### config.mk
export PLATFORM = sky130hd
export DESIGN_NAME = ctd_split
export DESIGN_NICKNAME = d
export VERILOG_FILES = /design/src/rtl/ctd_pkg.sv /design/src/rtl/ctd_split.sv
export SDC_FILE = /design/constraint.sdc
export NUM_CORES = 2
export LEC_CHECK = 0
export BUFFER_PORTS_ARGS = -buffer_cell sky130_fd_sc_hd__buf_2
export CORE_MARGIN = 3
export CORE_UTILIZATION = 25
export DETAILED_ROUTE_END_ITERATION = 6
export GPL_TIMING_DRIVEN = 0
export PLACE_DENSITY = 0.49
export SKIP_CTS_REPAIR_TIMING = 1
export SLEW_MARGIN = 20
export SYNTH_ARGS = -nofsm -noshare
export SYNTH_HDL_FRONTEND = slang
export SYNTH_SLANG_ARGS = --single-unit
### constraint.sdc
create_clock -name clock -period 26.1 [get_ports clock]
set_clock_uncertainty 0.15 [all_clocks]
set_input_delay 1.305 -clock clock [delete_from_list [all_inputs] [get_ports clock]]
set_output_delay 1.305 -clock clock [all_outputs]
set_load 0.02 [all_outputs]
### src/rtl/ctd_pkg.sv
// Shared types, constants and the BCD lookup table for the countdown display.
// No dependencies; the modules of the block import this package.
package ctd_pkg;

   // Display mode, also the code on the result word's mode field
   typedef enum logic [1:0] {
      MODE_EDIT    = 2'd0,
      MODE_RUN     = 2'd1,
      MODE_EXPIRED = 2'd2,
      MODE_IDLE    = 2'd3
   } mode_type;

   // Register map of the configuration port
   typedef enum logic [1:0] {
      REG_DURATION = 2'd0,
      REG_HOURS    = 2'd1,
      REG_MINUTES  = 2'd2,
      REG_SECONDS  = 2'd3
   } reg_index_type;

   // Edit field codes; the fourth code selects nothing
   localparam logic [1:0] FIELD_HOURS   = 2'd0;
   localparam logic [1:0] FIELD_MINUTES = 2'd1;
   localparam logic [1:0] FIELD_SECONDS = 2'd2;
   localparam logic [1:0] FIELD_NONE    = 2'd3;

   localparam logic [31:0] MS_PER_CENTI         = 32'd10;
   localparam logic [31:0] MS_PER_SECOND        = 32'd1000;
   localparam logic [31:0] MS_PER_MINUTE        = 32'd60000;
   localparam logic [31:0] MS_PER_HOUR          = 32'd3600000;
   localparam logic [31:0] MS_PER_HUNDRED_HOURS = 32'd360000000;
   localparam logic [31:0] BLINK_HALF_MS        = 32'd500;

   localparam logic [6:0] HOUR_WRAP     = 7'd100;
   localparam logic [6:0] MIN_PER_HOUR  = 7'd60;
   localparam logic [6:0] SEC_PER_MIN   = 7'd60;
   localparam logic [6:0] CENTI_PER_SEC = 7'd100;

   // floor(2^32 / k): the product with a 32-bit value, shifted down by 32,
   // is the quotient or one short of it
   localparam logic [63:0] TWO_POW_32 = 64'h1_0000_0000;
   localparam logic [28:0] RECIP_CENTI   = 29'(TWO_POW_32 / 64'(MS_PER_CENTI));
   localparam logic [22:0] RECIP_SECOND  = 23'(TWO_POW_32 / 64'(MS_PER_SECOND));
   localparam logic [16:0] RECIP_MINUTE  = 17'(TWO_POW_32 / 64'(MS_PER_MINUTE));
   localparam logic [10:0] RECIP_HOUR    = 11'(TWO_POW_32 / 64'(MS_PER_HOUR));
   localparam logic [3:0]  RECIP_HUNDRED = 4'(TWO_POW_32 / 64'(MS_PER_HUNDRED_HOURS));
   localparam logic [23:0] RECIP_BLINK   = 24'(TWO_POW_32 / 64'(BLINK_HALF_MS));

   // Two BCD digits for every 7-bit value: tens taken modulo ten
   localparam int PAIR_VALUES = 128;
   typedef logic [PAIR_VALUES-1:0][7:0] bcd_table_type;

   function automatic bcd_table_type build_bcd_table();
      bcd_table_type t;
      logic [3:0]    tens;
      logic [3:0]    units;
      tens  = 4'd0;
      units = 4'd0;
      for (int i = 0; i < PAIR_VALUES; i++) begin
         t[i] = {tens, units};
         if (units == 4'd9) begin
            units = 4'd0;
            if (tens == 4'd9) begin
               tens = 4'd0;
            end else begin
               tens = tens + 4'd1;
            end
         end else begin
            units = units + 4'd1;
         end
      end
      return t;
   endfunction

   localparam bcd_table_type BCD_TABLE = build_bcd_table();

   // What travels alongside the time split to the display stage
   typedef struct packed {
      logic [31:0] remaining;
      mode_type    mode;
      logic        buzz;
      logic [1:0]  edit_field;
      logic [6:0]  hours;
      logic [5:0]  minutes;
      logic [5:0]  seconds;
   } side_type;

   typedef struct packed {
      side_type    side;
      logic [31:0] now;
   } timer_word_type;

   typedef struct packed {
      side_type   side;
      logic       blink_off;
      logic [6:0] hours;
      logic [5:0] minutes;
      logic [5:0] seconds;
      logic [6:0] centis;
   } split_word_type;

endpackage

### src/rtl/ctd_split.sv
// Splits remaining milliseconds into hours, minutes, seconds and centiseconds
// and finds the blink phase, by reciprocal multiplication over three stages.
// Depends on ctd_pkg.
module ctd_split import ctd_pkg::*; (
   input  logic           clock,
   input  logic           reset,
   input  logic           in_valid,
   output logic           in_ready,
   input  timer_word_type in_word,
   output logic           out_valid,
   input  logic           out_ready,
   output split_word_type out_word
);

   // stage A: quotient estimates
   logic           a_valid_ff;
   logic           a_ready;
   side_type       a_side_ff;
   logic [31:0]    a_now_ff;
   logic [28:0]    a_qc_ff;
   logic [22:0]    a_qs_ff;
   logic [16:0]    a_qm_ff;
   logic [10:0]    a_qh_ff;
   logic [3:0]     a_qhh_ff;
   logic [23:0]    a_qb_ff;

   logic [60:0]    prod_c;
   logic [54:0]    prod_s;
   logic [48:0]    prod_m;
   logic [42:0]    prod_h;
   logic [35:0]    prod_hh;
   logic [55:0]    prod_b;

   // stage B: corrected quotients
   logic           b_valid_ff;
   logic           b_ready;
   side_type       b_side_ff;
   logic [28:0]    b_qc_ff, b_qc_in;
   logic [22:0]    b_qs_ff, b_qs_in;
   logic [16:0]    b_qm_ff, b_qm_in;
   logic [10:0]    b_qh_ff, b_qh_in;
   logic [3:0]     b_qhh_ff, b_qhh_in;
   logic           b_blink_ff, b_blink_in;

   logic [31:0]    diff_c, diff_s, diff_m, diff_h, diff_hh, diff_b;

   // stage C: wrapped fields
   logic           c_valid_ff;
   logic           c_ready;
   split_word_type c_word_ff, c_word_in;

   assign c_ready  = !c_valid_ff || out_ready;
   assign b_ready  = !b_valid_ff || c_ready;
   assign a_ready  = !a_valid_ff || b_ready;
   assign in_ready = a_ready;

   assign prod_c  = 61'(in_word.side.remaining) * 61'(RECIP_CENTI);
   assign prod_s  = 55'(in_word.side.remaining) * 55'(RECIP_SECOND);
   assign prod_m  = 49'(in_word.side.remaining) * 49'(RECIP_MINUTE);
   assign prod_h  = 43'(in_word.side.remaining) * 43'(RECIP_HOUR);
   assign prod_hh = 36'(in_word.side.remaining) * 36'(RECIP_HUNDRED);
   assign prod_b  = 56'(in_word.now) * 56'(RECIP_BLINK);

   always_ff @(posedge clock) begin
      if (reset) begin
         a_valid_ff <= 1'b0;
         b_valid_ff <= 1'b0;
         c_valid_ff <= 1'b0;
      end else begin
         if (a_ready) a_valid_ff <= in_valid;
         if (b_ready) b_valid_ff <= a_valid_ff;
         if (c_ready) c_valid_ff <= b_valid_ff;
      end
   end

   always_ff @(posedge clock) begin
      if (in_valid && a_ready) begin
         a_side_ff <= in_word.side;
         a_now_ff  <= in_word.now;
         a_qc_ff   <= prod_c[60:32];
         a_qs_ff   <= prod_s[54:32];
         a_qm_ff   <= prod_m[48:32];
         a_qh_ff   <= prod_h[42:32];
         a_qhh_ff  <= prod_hh[35:32];
         a_qb_ff   <= prod_b[55:32];
      end
   end

   // each estimate is exact or one short; the remainder tells which
   always_comb begin
      diff_c  = a_side_ff.remaining - 32'(a_qc_ff) * MS_PER_CENTI;
      diff_s  = a_side_ff.remaining - 32'(a_qs_ff) * MS_PER_SECOND;
      diff_m  = a_side_ff.remaining - 32'(a_qm_ff) * MS_PER_MINUTE;
      diff_h  = a_side_ff.remaining - 32'(a_qh_ff) * MS_PER_HOUR;
      diff_hh = a_side_ff.remaining - 32'(a_qhh_ff) * MS_PER_HUNDRED_HOURS;
      diff_b  = a_now_ff - 32'(a_qb_ff) * BLINK_HALF_MS;

      b_qc_in    = a_qc_ff + 29'(diff_c >= MS_PER_CENTI);
      b_qs_in    = a_qs_ff + 23'(diff_s >= MS_PER_SECOND);
      b_qm_in    = a_qm_ff + 17'(diff_m >= MS_PER_MINUTE);
      b_qh_in    = a_qh_ff + 11'(diff_h >= MS_PER_HOUR);
      b_qhh_in   = a_qhh_ff + 4'(diff_hh >= MS_PER_HUNDRED_HOURS);
      b_blink_in = a_qb_ff[0] ^ (diff_b >= BLINK_HALF_MS);
   end

   always_ff @(posedge clock) begin
      if (a_valid_ff && b_ready) begin
         b_side_ff  <= a_side_ff;
         b_qc_ff    <= b_qc_in;
         b_qs_ff    <= b_qs_in;
         b_qm_ff    <= b_qm_in;
         b_qh_ff    <= b_qh_in;
         b_qhh_ff   <= b_qhh_in;
         b_blink_ff <= b_blink_in;
      end
   end

   // each field is its quotient less the next coarser quotient times the wrap
   always_comb begin
      c_word_in.side      = b_side_ff;
      c_word_in.blink_off = b_blink_ff;
      c_word_in.hours   = 7'(b_qh_ff - 11'(b_qhh_ff) * 11'(HOUR_WRAP));
      c_word_in.minutes = 6'(b_qm_ff - 17'(b_qh_ff) * 17'(MIN_PER_HOUR));
      c_word_in.seconds = 6'(b_qs_ff - 23'(b_qm_ff) * 23'(SEC_PER_MIN));
      c_word_in.centis  = 7'(b_qc_ff - 29'(b_qs_ff) * 29'(CENTI_PER_SEC));
   end

   always_ff @(posedge clock) begin
      if (b_valid_ff && c_ready) begin
         c_word_ff <= c_word_in;
      end
   end

   assign out_valid = c_valid_ff;
   assign out_word  = c_word_ff;

endmodule

# Word-level counts from Yosys, hierarchy flattened
# Cells that the tools add are included.
dict set report word_totals {
  mem_bits_ro 0
  in_bits 92
  latchBits 0
  mem_count 0
  output_inout_bits 85
  ramBits 0
  regBits 401
}
dict set report classes {
  reduce_logical 9
  eq_ne 0
  magnitude_cmp 6
  add_sub_neg 15
  n_mux 0
  mul 16
  n_shift 0
  div_mod_pow 0
  bitwise_logic 1
}
# operator n
set ops {}
lappend ops {{32-bit subtractor} 6}
lappend ops {{32-bit by 23-bit multiplier with 55-bit output (second input constant)} 2}
lappend ops {{32-bit by 29-bit multiplier with 61-bit output (second input constant)} 1}
lappend ops {{32-bit by 16-bit multiplier with 48-bit output (second input constant)} 1}
lappend ops {{32-bit by 11-bit multiplier with 43-bit output (second input constant)} 1}
lappend ops {{32-bit by 4-bit multiplier with 36-bit output (second input constant)} 1}
lappend ops {{32-bit by 10-bit >= comparator with 1-bit output (second input constant)} 1}
lappend ops {{32-bit by 16-bit >= comparator with 1-bit output (second input constant)} 1}
lappend ops {{32-bit by 22-bit >= comparator with 1-bit output (second input constant)} 1}
lappend ops {{32-bit by 29-bit >= comparator with 1-bit output (second input constant)} 1}
lappend ops {{32-bit by 4-bit >= comparator with 1-bit output (second input constant)} 1}
lappend ops {{32-bit by 9-bit >= comparator with 1-bit output (second input constant)} 1}
lappend ops {{29-bit by 3-bit multiplier with 31-bit output (second input constant)} 1}
lappend ops {{24-bit by 7-bit multiplier with 30-bit output (second input constant)} 1}
lappend ops {{23-bit by 7-bit multiplier with 29-bit output (second input constant)} 1}
lappend ops {{17-bit by 11-bit multiplier with 27-bit output (second input constant)} 1}
lappend ops {{11-bit by 15-bit multiplier with 25-bit output (second input constant)} 1}
lappend ops {{23-bit by 1-bit adder with 23-bit output} 1}
lappend ops {{23-bit by 5-bit multiplier with 5-bit output (second input constant)} 1}
lappend ops {{4-bit by 20-bit multiplier with 23-bit output (second input constant)} 1}
lappend ops {{17-bit by 1-bit adder with 17-bit output} 1}
lappend ops {{17-bit by 4-bit multiplier with 4-bit output (second input constant)} 1}
lappend ops {{7-bit subtractor} 2}
lappend ops {{6-bit subtractor} 2}
lappend ops {{other kinds (9)} 15}

# Logic depth before layout (Yosys ltp)
dict set report logic_depth {
  word_depth 5
  mapped_depth 35
  depth_no_buf 35
}

# Worst setup path before layout
# Ideal clock, no wire load.
dict set report synth_path {
  kind {in2reg}
  from {input out_ready}
  to {register a_now_ff[10], enable pin}
  t_arrival_ns 11.038
  slack_ns 14.048
  path_stages 2
  path_buffers 0
  required_time_ns 25.086
  path_cell_list {nor2b_1 -> a31oi_1}
}
dict set report synth_via {
  elab_chain_cells 4
}
# element line_no
set synth_lines {}
lappend synth_lines {{start, declared} ctd_split.sv:11} ;# input logic out_ready,
lappend synth_lines {{1-bit logical OR} ctd_split.sv:52} ;# assign c_ready = !c_valid_ff || out_ready;
lappend synth_lines {{1-bit logical OR} ctd_split.sv:53} ;# assign b_ready = !b_valid_ff || c_ready;
lappend synth_lines {{1-bit logical OR} ctd_split.sv:54} ;# assign a_ready = !a_valid_ff || b_ready;
lappend synth_lines {{1-bit logical AND} ctd_split.sv:77} ;# if (in_valid && a_ready) begin
lappend synth_lines {{end signal, assigned} ctd_split.sv:79} ;# a_now_ff <= in_word.now;
lappend synth_lines {{end, declared} ctd_split.sv:19} ;# logic [31:0] a_now_ff;
# Every way passes these cells.
# A chain may end at the register's enable or synchronous reset.

# Final worst setup path
dict set report layout_path {
  from {input in_word[65] (netlist bit)}
  to {register a_qc_ff[28], data pin}
}
dict set report layout_via {
  elab_chain_cells 1
}
# element line_no
set layout_lines {}
lappend layout_lines {{start, declared} ctd_split.sv:9} ;# input timer_word_type in_word,
lappend layout_lines {{32-bit by 29-bit multiplier with 61-bit output} ctd_split.sv:57} ;# assign prod_c = 61'(in_word.side.remaining) * 61'(RECIP_CENTI);
lappend layout_lines {{named net prod_c[60]} ctd_split.sv:27} ;# logic [60:0] prod_c;
lappend layout_lines {{end signal, assigned} ctd_split.sv:80} ;# a_qc_ff <= prod_c[60:32];
lappend layout_lines {{end, declared} ctd_split.sv:20} ;# logic [28:0] a_qc_ff;
# The timed path passes the listed nets, and every way through them passes these cells.

==> flow_metrics.tcl <==
set metrics [dict create \
    status "complete, but fails checks" \
    violations "DRC" \
    dp_hpwl_um 188000 \
    fin_area_sq_um 94100 \
    grt_pass1_vias 58900 \
    max-clock-path-buffers 3 \
    slew_viol_final 0 \
    multi_input_area_sq_um 65300 \
    synthTopCellsByArea "fa_1 (32%), ha_1 (26%), edfxtp_1 (13%), inv_1 (10%), xnor2_1 (2.2%)" \
    die_w_um 590 \
    yosysTopAreaCell "fa_1" \
    grt_first_pass_wirelength_um 353000 \
    syn_nets 11600 \
    grt_overflow_total 0 \
    min_period_ps 10140 \
    yosysWarningCount 0 \
    core_area_sq_um 338000 \
    post_dp_cell_area_sq_um 92400 \
    worstSetupPathType "in2reg" \
    fin_tns_setup_ps 0 \
    io_pins 177 \
    via_count 56600 \
    antenna_found_initial 39 \
    fin_crit_sh_pct 38.9 \
    synth_top_area_share_pct 32.5 \
    synth-seq-cells 367 \
    end_kind "flop" \
    finalHoldViolations 0 \
    slew_headroom_pct 22.4 \
    netlist_area_sq_um 85300 \
    r2r_slack_ps 16390 \
    die_area_sq_um 348000 \
    synthCells 8341 \
    drc_errors 2 \
    cts_num_sinks 367 \
    ctsHtreeMaxLevel 2 \
    drive_above_1_share_pct 3.94 \
    max_cap_violations 0 \
    yosys.cell_types.count 98 \
    cp-start-kind "primary input" \
    synth_xor_area_share_pct 3.62 \
    yosys.area_share.simple_pct 5.42 \
    whs_ps 263 \
    final_core_util_pct 27.8 \
    io_buffers 176 \
    min_to "out_word[65]" \
    synth_ff_type "edfxtp_1" \
    cp.arrival_ps 10370 \
    via_per_inst 4.31 \
    synth_edf_count 364 \
    critPathMaxFanout 22 \
    cts_root_buf "clkbuf_16" \
    synth_top_family_by_area "adder cells" \
    initial_core_util_pct 25.2 \
    drt-total-wl_um 227000 \
    drt-initial-drc-count 3030 \
    crit_required_ps 26320 \
    fp-row-count 213 \
    clk_latency_ps 650 \
    max_freq_mhz 98.6 \
    setup_viol 0 \
    synthMuxAreaShare_pct 0.173 \
    synth_compound_area_share_pct 8.58 \
    seqCellArea_sq_um 11000 \
    min-delay-start "b_side_ff[38]" \
    final_antenna_net_count 0 \
    firstDrtPassIters 7 \
    ys_seq_area_share_pct 12.9 \
    path_clk_slew_ps 60 \
    syn2layout_area_growth_pct 10.3 \
    hold_class "reg2reg" \
    r2r-start "a_qm_ff[1]" \
    worstRegToRegCells 29 \
    avgRoutedWirePerCell_um 17.3 \
    track_usage_pct 13.1 \
    syn_area_per_cell_sq_um 10.2 \
    nets 11900 \
    die_h_um 590 \
    place_congestion 0.869 \
    async_reset_ff_share_pct 0 \
    cts_tree "built" \
    rsz0062_at_grt "no" \
    worstMarginPinSlew_ps 1160 \
    grt_max_degree 26 \
    synth_fa_ha_area_share_pct 58.7 \
    hold_depth 0 \
    cts_buffers 45 \
    fillers 35800 \
    r2r-end "b_qm_ff[1]" \
]
worst max path at each step:
| stage | from | end | slack, ps | depth (start not counted) |
|---|---|---|---|---|
| final | in_word[65] | a_qc_ff[28] | 15960 | 26 |
| after global routing | in_word[65] | a_qc_ff[28] | 15520 | 26 |
| after CTS | in_word[68] | a_qc_ff[28] | 15920 | 24 |
| after detailed placement | in_word[74] | a_qc_ff[28] | 15230 | 24 |
| after global placement | a_valid_ff | a_qm_ff[10] | 7330 | 1 |
| after floorplan | out_ready | a_now_ff[10] | 14050 | 2 |
sequential cells by signal (all words and copies together) (netlist names):
signal / count
out_word: 83
a_side_ff: 56
b_side_ff: 56
a_now_ff: 30
a_qc_ff: 29
a_qb_ff: 24
a_qs_ff: 23
a_qm_ff: 17
a_qh_ff: 11
b_qc_ff: 7
b_qh_ff: 7
b_qm_ff: 6
b_qs_ff: 6
a_qhh_ff: 4
b_qhh_ff: 4
a_valid_ff: 1
b_blink_ff: 1
b_valid_ff: 1
out_valid: 1
cells in the final DEF (no fill, tap or decap), drive strengths merged, types with 81 or more instances in the layout:
cell type / synthesis / routed
a21o: 180 / 180
a21oi: 321 / 321
buf: 2 / 200
edfxtp: 364 / 364
fa: 1383 / 1383
ha: 1790 / 1790
inv: 2382 / 2391
nand2: 182 / 182
nand3: 81 / 81
nor2: 241 / 241
o21ai: 196 / 196
xnor2: 215 / 215
xor2: 138 / 138
cell type report:
| class | count | share of cell area (%) |
|---|---|---|
| Inverter | 2382 | 9.51 |
| Clock inverter | 30 | 0.368 |
| Buffer | 18 | 0.105 |
| Sequential cell | 367 | 11.7 |
| Timing Repair Buffer | 198 | 1.58 |
| Clock buffer | 54 | 1.30 |
| Multi-Input combinational cell | 5574 | 69.4 |
| Antenna cell | 8 | 0.0213 |
| Tap cell | 4515 | 6.01 |
stage by stage:
step                      setup WS [ps]  instances
final                             15960      13100
after global routing              15520      13100
after CTS                         15920      13100
after detailed placement          15230      13100
after global placement             7330      13000
after floorplan                   14050       8341
synthesized netlist by cell type (all sizes together) (11+ instances only):
library cell,instances
inv,2382
ha,1790
fa,1383
edfxtp,364
a21oi,321
nor2,241
xnor2,215
o21ai,196
nand2,182
a21o,180
xor2,138
nand3,81
nor3,79
nor2b,66
o21a,62
nand4,58
nand2b,52
a31oi,43
a211oi,42
and3,42
o21bai,38
a211o,23
o211ai,23
o31ai,23
o2111ai,22
or3,20
and2,17
clkbuf,16
a2111oi,15
or2,15
nor4,14
a21boi,13
o22ai,12
a221oi,11
and4,11
layer usage:
metal | global-route usage [%] | share of wire (%)
met5 | 0 | 0.049
met4 | 2.06 | 1.6
met3 | 1.32 | 4.1
met2 | 21.0 | 45
met1 | 19.4 | 50
worst max-delay path: stages:
cell and delay (ps):
buf_2 770, ha_1 570, inv_1 210, fa_1 510, fa_1 550, inv_1 50
fa_1 560, inv_1 80, fa_1 450, fa_1 520, inv_1 50, fa_1 390
fa_1 420, ha_1 330, a21o_1 210, a221o_1 390, a2111oi_2 440, nand4_1 140
o211ai_1 740, o31a_1 380, o21a_1 240, o21ai_2 120, and3_1 200, o41ai_2 370
o21bai_1 120, xnor2_1 140
cell families (layout without fill, tap and decap cells):
logic type	count (synthesis)	after routing
DFF	367	367
other	0	8
buffers and inverters	2400	2682
muxes	13	13
and+or+nand+nor	922	922
adders and majority gates	3173	3173
xor gates and xnor gates	353	353
AOI/OAI and AO/OA	1113	1113
Power is not shown: default switching activity piles up to over one toggle a cycle in this logic, so the estimate is an artifact.
