<file path="src/rtl/ctd_pkg.sv">
// Shared types, constants and the BCD lookup table for the countdown display.
// No dependencies; the modules of the block import this package.
package ctd_pkg;

   // Display mode, also the code on the result word's mode field
   typedef enum logic [1:0] {
      MODE_EDIT    = 2'd0,
      MODE_RUN     = 2'd1,
      MODE_EXPIRED = 2'd2,
      MODE_IDLE    = 2'd3
   } mode_type;

   // Register map of the configuration port
   typedef enum logic [1:0] {
      REG_DURATION = 2'd0,
      REG_HOURS    = 2'd1,
      REG_MINUTES  = 2'd2,
      REG_SECONDS  = 2'd3
   } reg_index_type;

   // Edit field codes; the fourth code selects nothing
   localparam logic [1:0] FIELD_HOURS   = 2'd0;
   localparam logic [1:0] FIELD_MINUTES = 2'd1;
   localparam logic [1:0] FIELD_SECONDS = 2'd2;
   localparam logic [1:0] FIELD_NONE    = 2'd3;

   localparam logic [31:0] MS_PER_CENTI         = 32'd10;
   localparam logic [31:0] MS_PER_SECOND        = 32'd1000;
   localparam logic [31:0] MS_PER_MINUTE        = 32'd60000;
   localparam logic [31:0] MS_PER_HOUR          = 32'd3600000;
   localparam logic [31:0] MS_PER_HUNDRED_HOURS = 32'd360000000;
   localparam logic [31:0] BLINK_HALF_MS        = 32'd500;

   localparam logic [6:0] HOUR_WRAP     = 7'd100;
   localparam logic [6:0] MIN_PER_HOUR  = 7'd60;
   localparam logic [6:0] SEC_PER_MIN   = 7'd60;
   localparam logic [6:0] CENTI_PER_SEC = 7'd100;

   // floor(2^32 / k): the product with a 32-bit value, shifted down by 32,
   // is the quotient or one short of it
   localparam logic [63:0] TWO_POW_32 = 64'h1_0000_0000;
   localparam logic [28:0] RECIP_CENTI   = 29'(TWO_POW_32 / 64'(MS_PER_CENTI));
   localparam logic [22:0] RECIP_SECOND  = 23'(TWO_POW_32 / 64'(MS_PER_SECOND));
   localparam logic [16:0] RECIP_MINUTE  = 17'(TWO_POW_32 / 64'(MS_PER_MINUTE));
   localparam logic [10:0] RECIP_HOUR    = 11'(TWO_POW_32 / 64'(MS_PER_HOUR));
   localparam logic [3:0]  RECIP_HUNDRED = 4'(TWO_POW_32 / 64'(MS_PER_HUNDRED_HOURS));
   localparam logic [23:0] RECIP_BLINK   = 24'(TWO_POW_32 / 64'(BLINK_HALF_MS));

   // Two BCD digits for every 7-bit value: tens taken modulo ten
   localparam int PAIR_VALUES = 128;
   typedef logic [PAIR_VALUES-1:0][7:0] bcd_table_type;

   function automatic bcd_table_type build_bcd_table();
      bcd_table_type t;
      logic [3:0]    tens;
      logic [3:0]    units;
      tens  = 4'd0;
      units = 4'd0;
      for (int i = 0; i < PAIR_VALUES; i++) begin
         t[i] = {tens, units};
         if (units == 4'd9) begin
            units = 4'd0;
            if (tens == 4'd9) begin
               tens = 4'd0;
            end else begin
               tens = tens + 4'd1;
            end
         end else begin
            units = units + 4'd1;
         end
      end
      return t;
   endfunction

   localparam bcd_table_type BCD_TABLE = build_bcd_table();

   // What travels alongside the time split to the display stage
   typedef struct packed {
      logic [31:0] remaining;
      mode_type    mode;
      logic        buzz;
      logic [1:0]  edit_field;
      logic [6:0]  hours;
      logic [5:0]  minutes;
      logic [5:0]  seconds;
   } side_type;

   typedef struct packed {
      side_type    side;
      logic [31:0] now;
   } timer_word_type;

   typedef struct packed {
      side_type   side;
      logic       blink_off;
      logic [6:0] hours;
      logic [5:0] minutes;
      logic [5:0] seconds;
      logic [6:0] centis;
   } split_word_type;

endpackage

</file>
<file path="src/rtl/ctd_if.sv">
// Channel interfaces of the countdown display: refresh input, display
// result and register write port. Plain widths, no package dependency.
interface ctd_req_if;
   logic        valid;
   logic        ready;
   logic [31:0] now_ms;
   logic        editing;
   logic [1:0]  edit_field;
   logic [6:0]  edit_hours;
   logic [5:0]  edit_minutes;
   logic [5:0]  edit_seconds;
   logic        start_req;

   modport source (
      output valid, now_ms, editing, edit_field, edit_hours, edit_minutes,
             edit_seconds, start_req,
      input  ready
   );
   modport sink (
      input  valid, now_ms, editing, edit_field, edit_hours, edit_minutes,
             edit_seconds, start_req,
      output ready
   );
endinterface


interface ctd_csr_if;
   logic        valid;
   logic        ready;
   logic [1:0]  index;
   logic [31:0] data;

   modport source (output valid, index, data, input ready);
   modport sink (input valid, index, data, output ready);
endinterface

</file>
<file path="src/rtl/ctd_timer.sv">
// Register file and countdown state: updates running/start/remaining/expired
// on each accepted refresh word. Depends on ctd_pkg and ctd_if.
module ctd_timer import ctd_pkg::*; (
   input  logic           clock,
   input  logic           reset,
   ctd_req_if.sink        req_port,
   ctd_csr_if.sink        csr_port,
   output logic           out_valid,
   input  logic           out_ready,
   output timer_word_type out_word
);

   logic [31:0]    duration_ff;
   logic [6:0]     init_hours_ff;
   logic [5:0]     init_minutes_ff;
   logic [5:0]     init_seconds_ff;

   logic           running_ff, running_in;
   logic [31:0]    start_time_ff, start_time_in;
   logic [31:0]    remaining_ff, remaining_in;
   logic           expired_ff, expired_in;

   logic           valid_ff;
   timer_word_type word_ff, word_in;

   logic           accept;
   logic           run_s;
   logic [31:0]    rem_s;
   logic           exp_s;
   logic [31:0]    elapsed;
   logic           done;

   assign req_port.ready = !valid_ff || out_ready;
   assign accept         = req_port.valid && req_port.ready;
   assign csr_port.ready = 1'b1;

   always_ff @(posedge clock) begin
      if (reset) begin
         duration_ff     <= '0;
         init_hours_ff   <= '0;
         init_minutes_ff <= '0;
         init_seconds_ff <= '0;
      end else if (csr_port.valid) begin
         unique case (csr_port.index)
            REG_DURATION: duration_ff     <= csr_port.data;
            REG_HOURS:    init_hours_ff   <= csr_port.data[6:0];
            REG_MINUTES:  init_minutes_ff <= csr_port.data[5:0];
            REG_SECONDS:  init_seconds_ff <= csr_port.data[5:0];
         endcase
      end
   end

   // start acts first, then the mode is resolved on the updated state
   always_comb begin
      run_s         = running_ff;
      start_time_in = start_time_ff;
      rem_s         = remaining_ff;
      exp_s         = expired_ff;
      if (req_port.start_req) begin
         run_s         = 1'b1;
         start_time_in = req_port.now_ms;
         rem_s         = duration_ff;
         exp_s         = 1'b0;
      end

      elapsed = req_port.now_ms - start_time_in;
      done    = elapsed >= duration_ff;

      running_in   = run_s;
      remaining_in = rem_s;
      expired_in   = exp_s;
      word_in.side.buzz = 1'b0;

      if (req_port.editing) begin
         word_in.side.mode = MODE_EDIT;
      end else if (run_s) begin
         if (done) begin
            running_in        = 1'b0;
            remaining_in      = '0;
            expired_in        = 1'b1;
            word_in.side.buzz = 1'b1;
            word_in.side.mode = MODE_EXPIRED;
         end else begin
            remaining_in      = duration_ff - elapsed;
            word_in.side.mode = MODE_RUN;
         end
      end else if (exp_s) begin
         word_in.side.mode = MODE_EXPIRED;
      end else begin
         word_in.side.mode = MODE_IDLE;
      end

      word_in.side.remaining  = remaining_in;
      word_in.side.edit_field = req_port.edit_field;
      word_in.side.hours   = req_port.editing ? req_port.edit_hours   : init_hours_ff;
      word_in.side.minutes = req_port.editing ? req_port.edit_minutes : init_minutes_ff;
      word_in.side.seconds = req_port.editing ? req_port.edit_seconds : init_seconds_ff;
      word_in.now          = req_port.now_ms;
   end

   always_ff @(posedge clock) begin
      if (reset) begin
         running_ff    <= 1'b0;
         start_time_ff <= '0;
         remaining_ff  <= '0;
         expired_ff    <= 1'b0;
      end else if (accept) begin
         running_ff    <= running_in;
         start_time_ff <= start_time_in;
         remaining_ff  <= remaining_in;
         expired_ff    <= expired_in;
      end
   end

   always_ff @(posedge clock) begin
      if (reset) begin
         valid_ff <= 1'b0;
      end else if (req_port.ready) begin
         valid_ff <= req_port.valid;
      end
   end

   always_ff @(posedge clock) begin
      if (accept) begin
         word_ff <= word_in;
      end
   end

   assign out_valid = valid_ff;
   assign out_word  = word_ff;

endmodule

</file>
<file path="src/flat_wrapper.sv">
// flat-port wrapper written by rule: the top's interface ports become plain ports
module ctd_timer_flat import ctd_pkg::*;
  (clock, reset, out_valid, out_ready, out_word, req_port_valid, req_port_now_ms, req_port_editing, req_port_edit_field, req_port_edit_hours, req_port_edit_minutes, req_port_edit_seconds, req_port_start_req, req_port_ready, csr_port_valid, csr_port_index, csr_port_data, csr_port_ready);
  ctd_req_if req_port_i ();
  ctd_csr_if csr_port_i ();
  input  logic clock;
  input  logic reset;
  output logic out_valid;
  input  logic out_ready;
  output timer_word_type out_word;
  input wire logic [$bits(req_port_i.valid)-1:0] req_port_valid;
  input wire logic [$bits(req_port_i.now_ms)-1:0] req_port_now_ms;
  input wire logic [$bits(req_port_i.editing)-1:0] req_port_editing;
  input wire logic [$bits(req_port_i.edit_field)-1:0] req_port_edit_field;
  input wire logic [$bits(req_port_i.edit_hours)-1:0] req_port_edit_hours;
  input wire logic [$bits(req_port_i.edit_minutes)-1:0] req_port_edit_minutes;
  input wire logic [$bits(req_port_i.edit_seconds)-1:0] req_port_edit_seconds;
  input wire logic [$bits(req_port_i.start_req)-1:0] req_port_start_req;
  output wire logic [$bits(req_port_i.ready)-1:0] req_port_ready;
  input wire logic [$bits(csr_port_i.valid)-1:0] csr_port_valid;
  input wire logic [$bits(csr_port_i.index)-1:0] csr_port_index;
  input wire logic [$bits(csr_port_i.data)-1:0] csr_port_data;
  output wire logic [$bits(csr_port_i.ready)-1:0] csr_port_ready;
  assign req_port_i.valid = req_port_valid;
  assign req_port_i.now_ms = req_port_now_ms;
  assign req_port_i.editing = req_port_editing;
  assign req_port_i.edit_field = req_port_edit_field;
  assign req_port_i.edit_hours = req_port_edit_hours;
  assign req_port_i.edit_minutes = req_port_edit_minutes;
  assign req_port_i.edit_seconds = req_port_edit_seconds;
  assign req_port_i.start_req = req_port_start_req;
  assign req_port_ready = req_port_i.ready;
  assign csr_port_i.valid = csr_port_valid;
  assign csr_port_i.index = csr_port_index;
  assign csr_port_i.data = csr_port_data;
  assign csr_port_ready = csr_port_i.ready;
  ctd_timer u_core (.clock(clock), .reset(reset), .req_port(req_port_i), .csr_port(csr_port_i), .out_valid(out_valid), .out_ready(out_ready), .out_word(out_word));
endmodule
</file>
<file path="config.mk">
export PLATFORM = sky130hd
export DESIGN_NAME = ctd_timer_flat
export DESIGN_NICKNAME = d
export VERILOG_FILES = /design/src/rtl/ctd_pkg.sv /design/src/rtl/ctd_if.sv /design/src/rtl/ctd_timer.sv /design/src/flat_wrapper.sv
export SDC_FILE = /design/constraint.sdc
export NUM_CORES = 1
export LEC_CHECK = 0
export BUFFER_PORTS_ARGS = -buffer_cell sky130_fd_sc_hd__buf_4
export CAP_MARGIN = 20
export CORE_MARGIN = 2
export CORE_UTILIZATION = 55
export DETAILED_ROUTE_END_ITERATION = 8
export HOLD_SLACK_MARGIN = 0.03
export PLACE_DENSITY_LB_ADDON = 0.3
export SLEW_MARGIN = 20
export SYNTH_ARGS = -nofsm -noshare
export SYNTH_HDL_FRONTEND = slang
export SYNTH_SLANG_ARGS = --single-unit
</file>
<file path="constraint.sdc">
create_clock -name clock -period 10.2 [get_ports clock]
set_input_delay 0 -clock clock [delete_from_list [all_inputs] [get_ports clock]]
set_output_delay 0 -clock clock [all_outputs]
set_load 0.02 [all_outputs]
</file>
# After elaboration in Yosys (flattened, before gate mapping)
# Cells that the tools add are included.
# op_classes
shift	0
multipliers	0
n_reduce_logical	9
n_lt_le_gt_ge	1
n_div	0
eq_ne	3
mux	20
n_addsub	2
n_bitwise	1
# op_table
cell	n
32-bit 2-to-1 mux	5
32-bit subtractor	2
32-bit >= comparator	1
6-bit 2-to-1 mux	2
1-bit 2-to-1 mux	10
2-bit AND reduction	4
7-bit 2-to-1 mux	1
2-bit == test, second input constant	2
2-bit 2-to-1 mux	2
2-bit by 1-bit == test with 1-bit output, second input constant	1
2-bit zero test	1
2-bit OR reduction	1
1-bit logical AND	1
1-bit zero test	1
1-bit logical OR	1
1-bit NOT	1
# totals
out_inout_bits	91
memories	0
ram_bits	0
register_bits	206
word_cells	53
latchBits	0
mem_bits_ro	0

# Depth between registers and ports, before layout
# depth
ltp_word	6
depth_mapped	29
ltp_nobuf	24

# Worst setup path before layout
# Ideal clock, no wire load.
# synth_path
kind	in2reg
from	input req_port_start_req
to	register u_core.remaining_ff[16]
path_slack_ns	4.445
arrival_ns	5.482
t_required_ns	9.927
stages	25
n_path_buf	4
path_cell_list	clkbuf_1 buf_1 mux2i_1 ha_1 and3_1 a221oi_2 nand3b_1 o211ai_1 nand2_1 a221oi_2 o21ai_1 a221oi_1 o21bai_1 xor2_1 ha_1 nand4_1 or4_1 inv_1 and4_1 o22ai_4 and2_4 buf_6 buf_8 a222oi_1 a21oi_1
# synth_via
elab_chain_cells	6
elab_cells_between_ends	9
# synth_rtl
item	line_no	rtl
start: declaration	flat_wrapper.sv:18	input wire logic [$bits(req_port_i.start_req)-1:0] req_port_start_req;
32-bit 2-to-1 mux	ctd_timer.sv:59	if (req_port.start_req) begin
32-bit subtractor	ctd_timer.sv:66	elapsed = req_port.now_ms - start_time_in;
32-bit subtractor or 32-bit >= comparator (tied branches)	ctd_timer.sv:84, ctd_timer.sv:67	
32-bit 2-to-1 mux	ctd_timer.sv:77	if (done) begin
32-bit 2-to-1 mux	ctd_timer.sv:76	end else if (run_s) begin
32-bit 2-to-1 mux *	ctd_timer.sv:74	if (req_port.editing) begin
end signal: assignment	ctd_timer.sv:110	remaining_ff <= remaining_in;
end: declaration	ctd_timer.sv:20	logic [31:0] remaining_ff, remaining_in;
# Mark *: on every way between the ends. The rest lies on a longest branch, timed or not.
# A chain may end at the register's enable or synchronous reset.

# Worst setup path after layout
# layout_path
from	register u_core.start_time_ff[1]
to	register u_core.remaining_ff[14]
# layout_via
elab_chain_cells	6
elab_cells_between_ends	7
# layout_rtl
item	line_no	rtl
start: declaration	ctd_timer.sv:19	logic [31:0] start_time_ff, start_time_in;
start signal: assignment	ctd_timer.sv:109	start_time_ff <= start_time_in;
32-bit 2-to-1 mux *	ctd_timer.sv:59	
32-bit subtractor *	ctd_timer.sv:66	
32-bit subtractor or 32-bit >= comparator (tied branches)	ctd_timer.sv:84, ctd_timer.sv:67	
32-bit 2-to-1 mux *	ctd_timer.sv:77	
32-bit 2-to-1 mux *	ctd_timer.sv:76	
32-bit 2-to-1 mux *	ctd_timer.sv:74	
named net u_core.remaining_in[14]	ctd_timer.sv:20	
# Mark *: on every way through the listed nets, which the timed path passes. The rest lies on a longest branch.

==> results_dict.tcl <==
set metrics [dict create \
    worst_pin_slew_ps 1160 \
    timing.final.crit_share_pct 58.9 \
    track_usage_pct 28.2 \
    r2r-start "u_core.start_time_ff[1]" \
    setup_tns_ps 0 \
    via_per_inst 5.88 \
    skew_ps 16.8 \
    cts_buffer_depth 3 \
    grt.overflow.total 0 \
    synth_seq_cells 206 \
    fin_util_pct 73.1 \
    rsz0062_at_grt "no" \
    slew_violations 0 \
    routed_wl_mm 30.7 \
    via_count 9817 \
    ys_async_sr_fraction_pct 0 \
    synthesis.area_um2 11100 \
    syn_nets 1290 \
    start_kind "flip-flop" \
    portBuffers 183 \
    dieHeight_um 146 \
    ys_seq_area_share_pct 45.2 \
    fp.dieW_um 146 \
    start_util_pct 56.6 \
    path_max_fanout 15 \
    path_cells "mux2i_1, ha_1, nor2b_1, o31ai_1, a21oi_1, o211ai_1, nand2_1, a221oi_2, o21ai_1, a221oi_1, o21bai_1, xor2_1, ha_1, nand4_1, or4_1, inv_1, a21oi_1, o21a_1, o22ai_4, nand2_1, o21ai_0, mux2i_1, nor2_1" \
    die_area_um2 21300 \
    htree_levels 1 \
    drive_above_1_share_pct 19.4 \
    synthTopCellsByArea "edfxtp_1 (24%), dfxtp_1 (21%), ha_1 (7.1%)" \
    synthFlopType "dfxtp_1" \
    hold_path.class "input port to flip-flop" \
    insertion_delay_ps 520 \
    arrival_ps 6450 \
    synthCells 1131 \
    antenna_found_initial 0 \
    grt_pass1_vias 9658 \
    finalSetupViolCount 0 \
    grt_start_max_net_pins 107 \
    outcome "finished, final reports clean" \
    antenna_left 0 \
    drt_iter0_markers 765 \
    area_growth_pct 29.3 \
    dp_hpwl_mm 19.7 \
    worstPathRequired_ps 10650 \
    hold_viol 0 \
    wl_per_cell_um 18.4 \
    cts.clk_slew.worst_paths_ps 60 \
    cap_violations 0 \
    rows 51 \
    slowest_stage "or4_1" \
    yosys.area.top_type "edfxtp_1" \
    coreArea_um2 19600 \
    ys_warn_count 0 \
    max_freq_mhz 167 \
    synth-edff-count 88 \
    leakagePower_nw 6.26 \
    ir_drop_mv 0.134 \
    avgSynthCellArea_um2 9.80 \
    synth_cell_types 74 \
    clock-sinks 206 \
    yosysTopAreaCellShare_pct 23.9 \
    layout_common_cells "buf_4 (188), dfxtp_1 (118), nor2_1 (114)" \
    tritoncts "built" \
    hold_start "reset" \
    route.detailed.drc 0 \
    cts_buffers 23 \
    gp_congestion 0.935 \
    slew_headroom_pct 22.1 \
    layout_commonest_cell "buf_4" \
    finalPower_w 0.00237 \
    slowest_delay_ps 530 \
    ios 185 \
    worstSetupPathType "flip-flop to flip-flop" \
    critPathLaunch "u_core.start_time_ff[1]" \
    min_period_ps 6000 \
    root_buffer "clkbuf_16" \
    power_density_nw_per_um2 166 \
    nets 1548 \
    dr.pass1.iters 8 \
    end_kind "flip-flop" \
    grt_pass1_wl_mm 49.1 \
    diodes 0 \
]
final cells by class:
class	count	area [um^2]
inverters	40	155
flip-flops and latches	206	5000
repair buffers	292	2450
clock buffers	27	601
clock inverters	14	100
multi-input cells	826	5680
well taps	265	332
fillers	1406	5260
worst max-delay path, delay by kind of cell (launching register included):
family          cells  cell delay (ps)
compound gates     11             2760
xor+xnor            1              170
fa+ha+maj           2              670
buf+inv             1              110
flops               1              320
mux                 2              380
simple gates        6             1540
routing by layer:
metal	up-vias	part of all wire (%)	routed length, um	GRT usage [%]
met2	382	50	15400	50.0
li1	4665	-	-	-
met5	-	0	0	0
met3	93	5.5	1690	2.95
met1	4677	40	12300	35.4
met4	0	4.3	1320	11.1
final timing paths:
check	slack, ps	cells after the start	endpoint
hold reg to reg	470	2	u_core.remaining_ff[13]
hold / removal	40	2	u_core.duration_ff[11]
setup reg to reg	4200	23	u_core.remaining_ff[14]
setup / recovery	4200	23	u_core.remaining_ff[14]
power by group:
group	leakage [nW]	internal [W]	switching, W
Combinational	4.08	0.000271	0.000370
Clock	0.339	0.000446	0.000343
Sequential	1.84	0.000915	0.0000250
per-stage QoR:
step / area (um^2) / std cells / setup slack (ps) / hold slack, ps
6_report: 14300 / 1670 / 4200 / 38.6
4_1_cts: 14300 / 1670 / 4280 / 30.4
2_1_floorplan: 11100 / 1131 / 4440 / 98.9
5_1_grt: 14300 / 1670 / 3590 / 68.1
3_3_place_gp: 12600 / 1525 / 4130 / 183
3_5_place_dp: 12600 / 1525 / 3860 / 180
registers in the layout, indices dropped and copies added (netlist names):
| name | flops |
|---|---|
| u_core.out_word | 88 |
| u_core.init_hours_ff | 7 |
| u_core.start_time_ff | 32 |
| u_core.remaining_ff | 32 |
| u_core.init_minutes_ff | 6 |
| u_core.out_valid | 1 |
| u_core.running_ff | 1 |
| u_core.init_seconds_ff | 6 |
| u_core.duration_ff | 32 |
| u_core.expired_ff | 1 |
cell usage after synthesis, types with 6 or more instances:
cell,number
a211oi_1,44
a21o_1,23
a21oi_1,92
a222oi_1,13
a22oi_1,12
a31oi_1,6
and3_1,7
clkbuf_1,45
dfxtp_1,118
edfxtp_1,88
ha_1,63
inv_1,39
mux2_2,20
mux2i_1,58
nand2_1,110
nand2b_1,10
nand3_1,16
nand4_1,8
nor2_1,114
nor2b_1,9
nor3_1,11
o21a_1,9
o21ai_0,50
o21ba_2,8
o21bai_1,9
xnor2_1,35
xor2_1,23
what timing repair did:
item | 4_1_cts | 5_1_grt
hold buffers | 104 | 0
hold endpoints to repair | 138 | 0
resized for setup | 0 | 0
setup buffers | 0 | 0
logic make-up (layout without fill, tap and decap cells):
group,after synthesis,count (layout),share of synthesized area (%)
simple gates,306,306,12.2
buf+inv,99,373,3.62
flops,206,206,45.2
compound gates,318,318,19.6
xor+xnor,58,58,4.58
fa+ha+maj,65,65,7.48
other cells,1,1,0.0338
mux,78,78,7.27
Note: power is estimated with default switching activity, not from simulation.
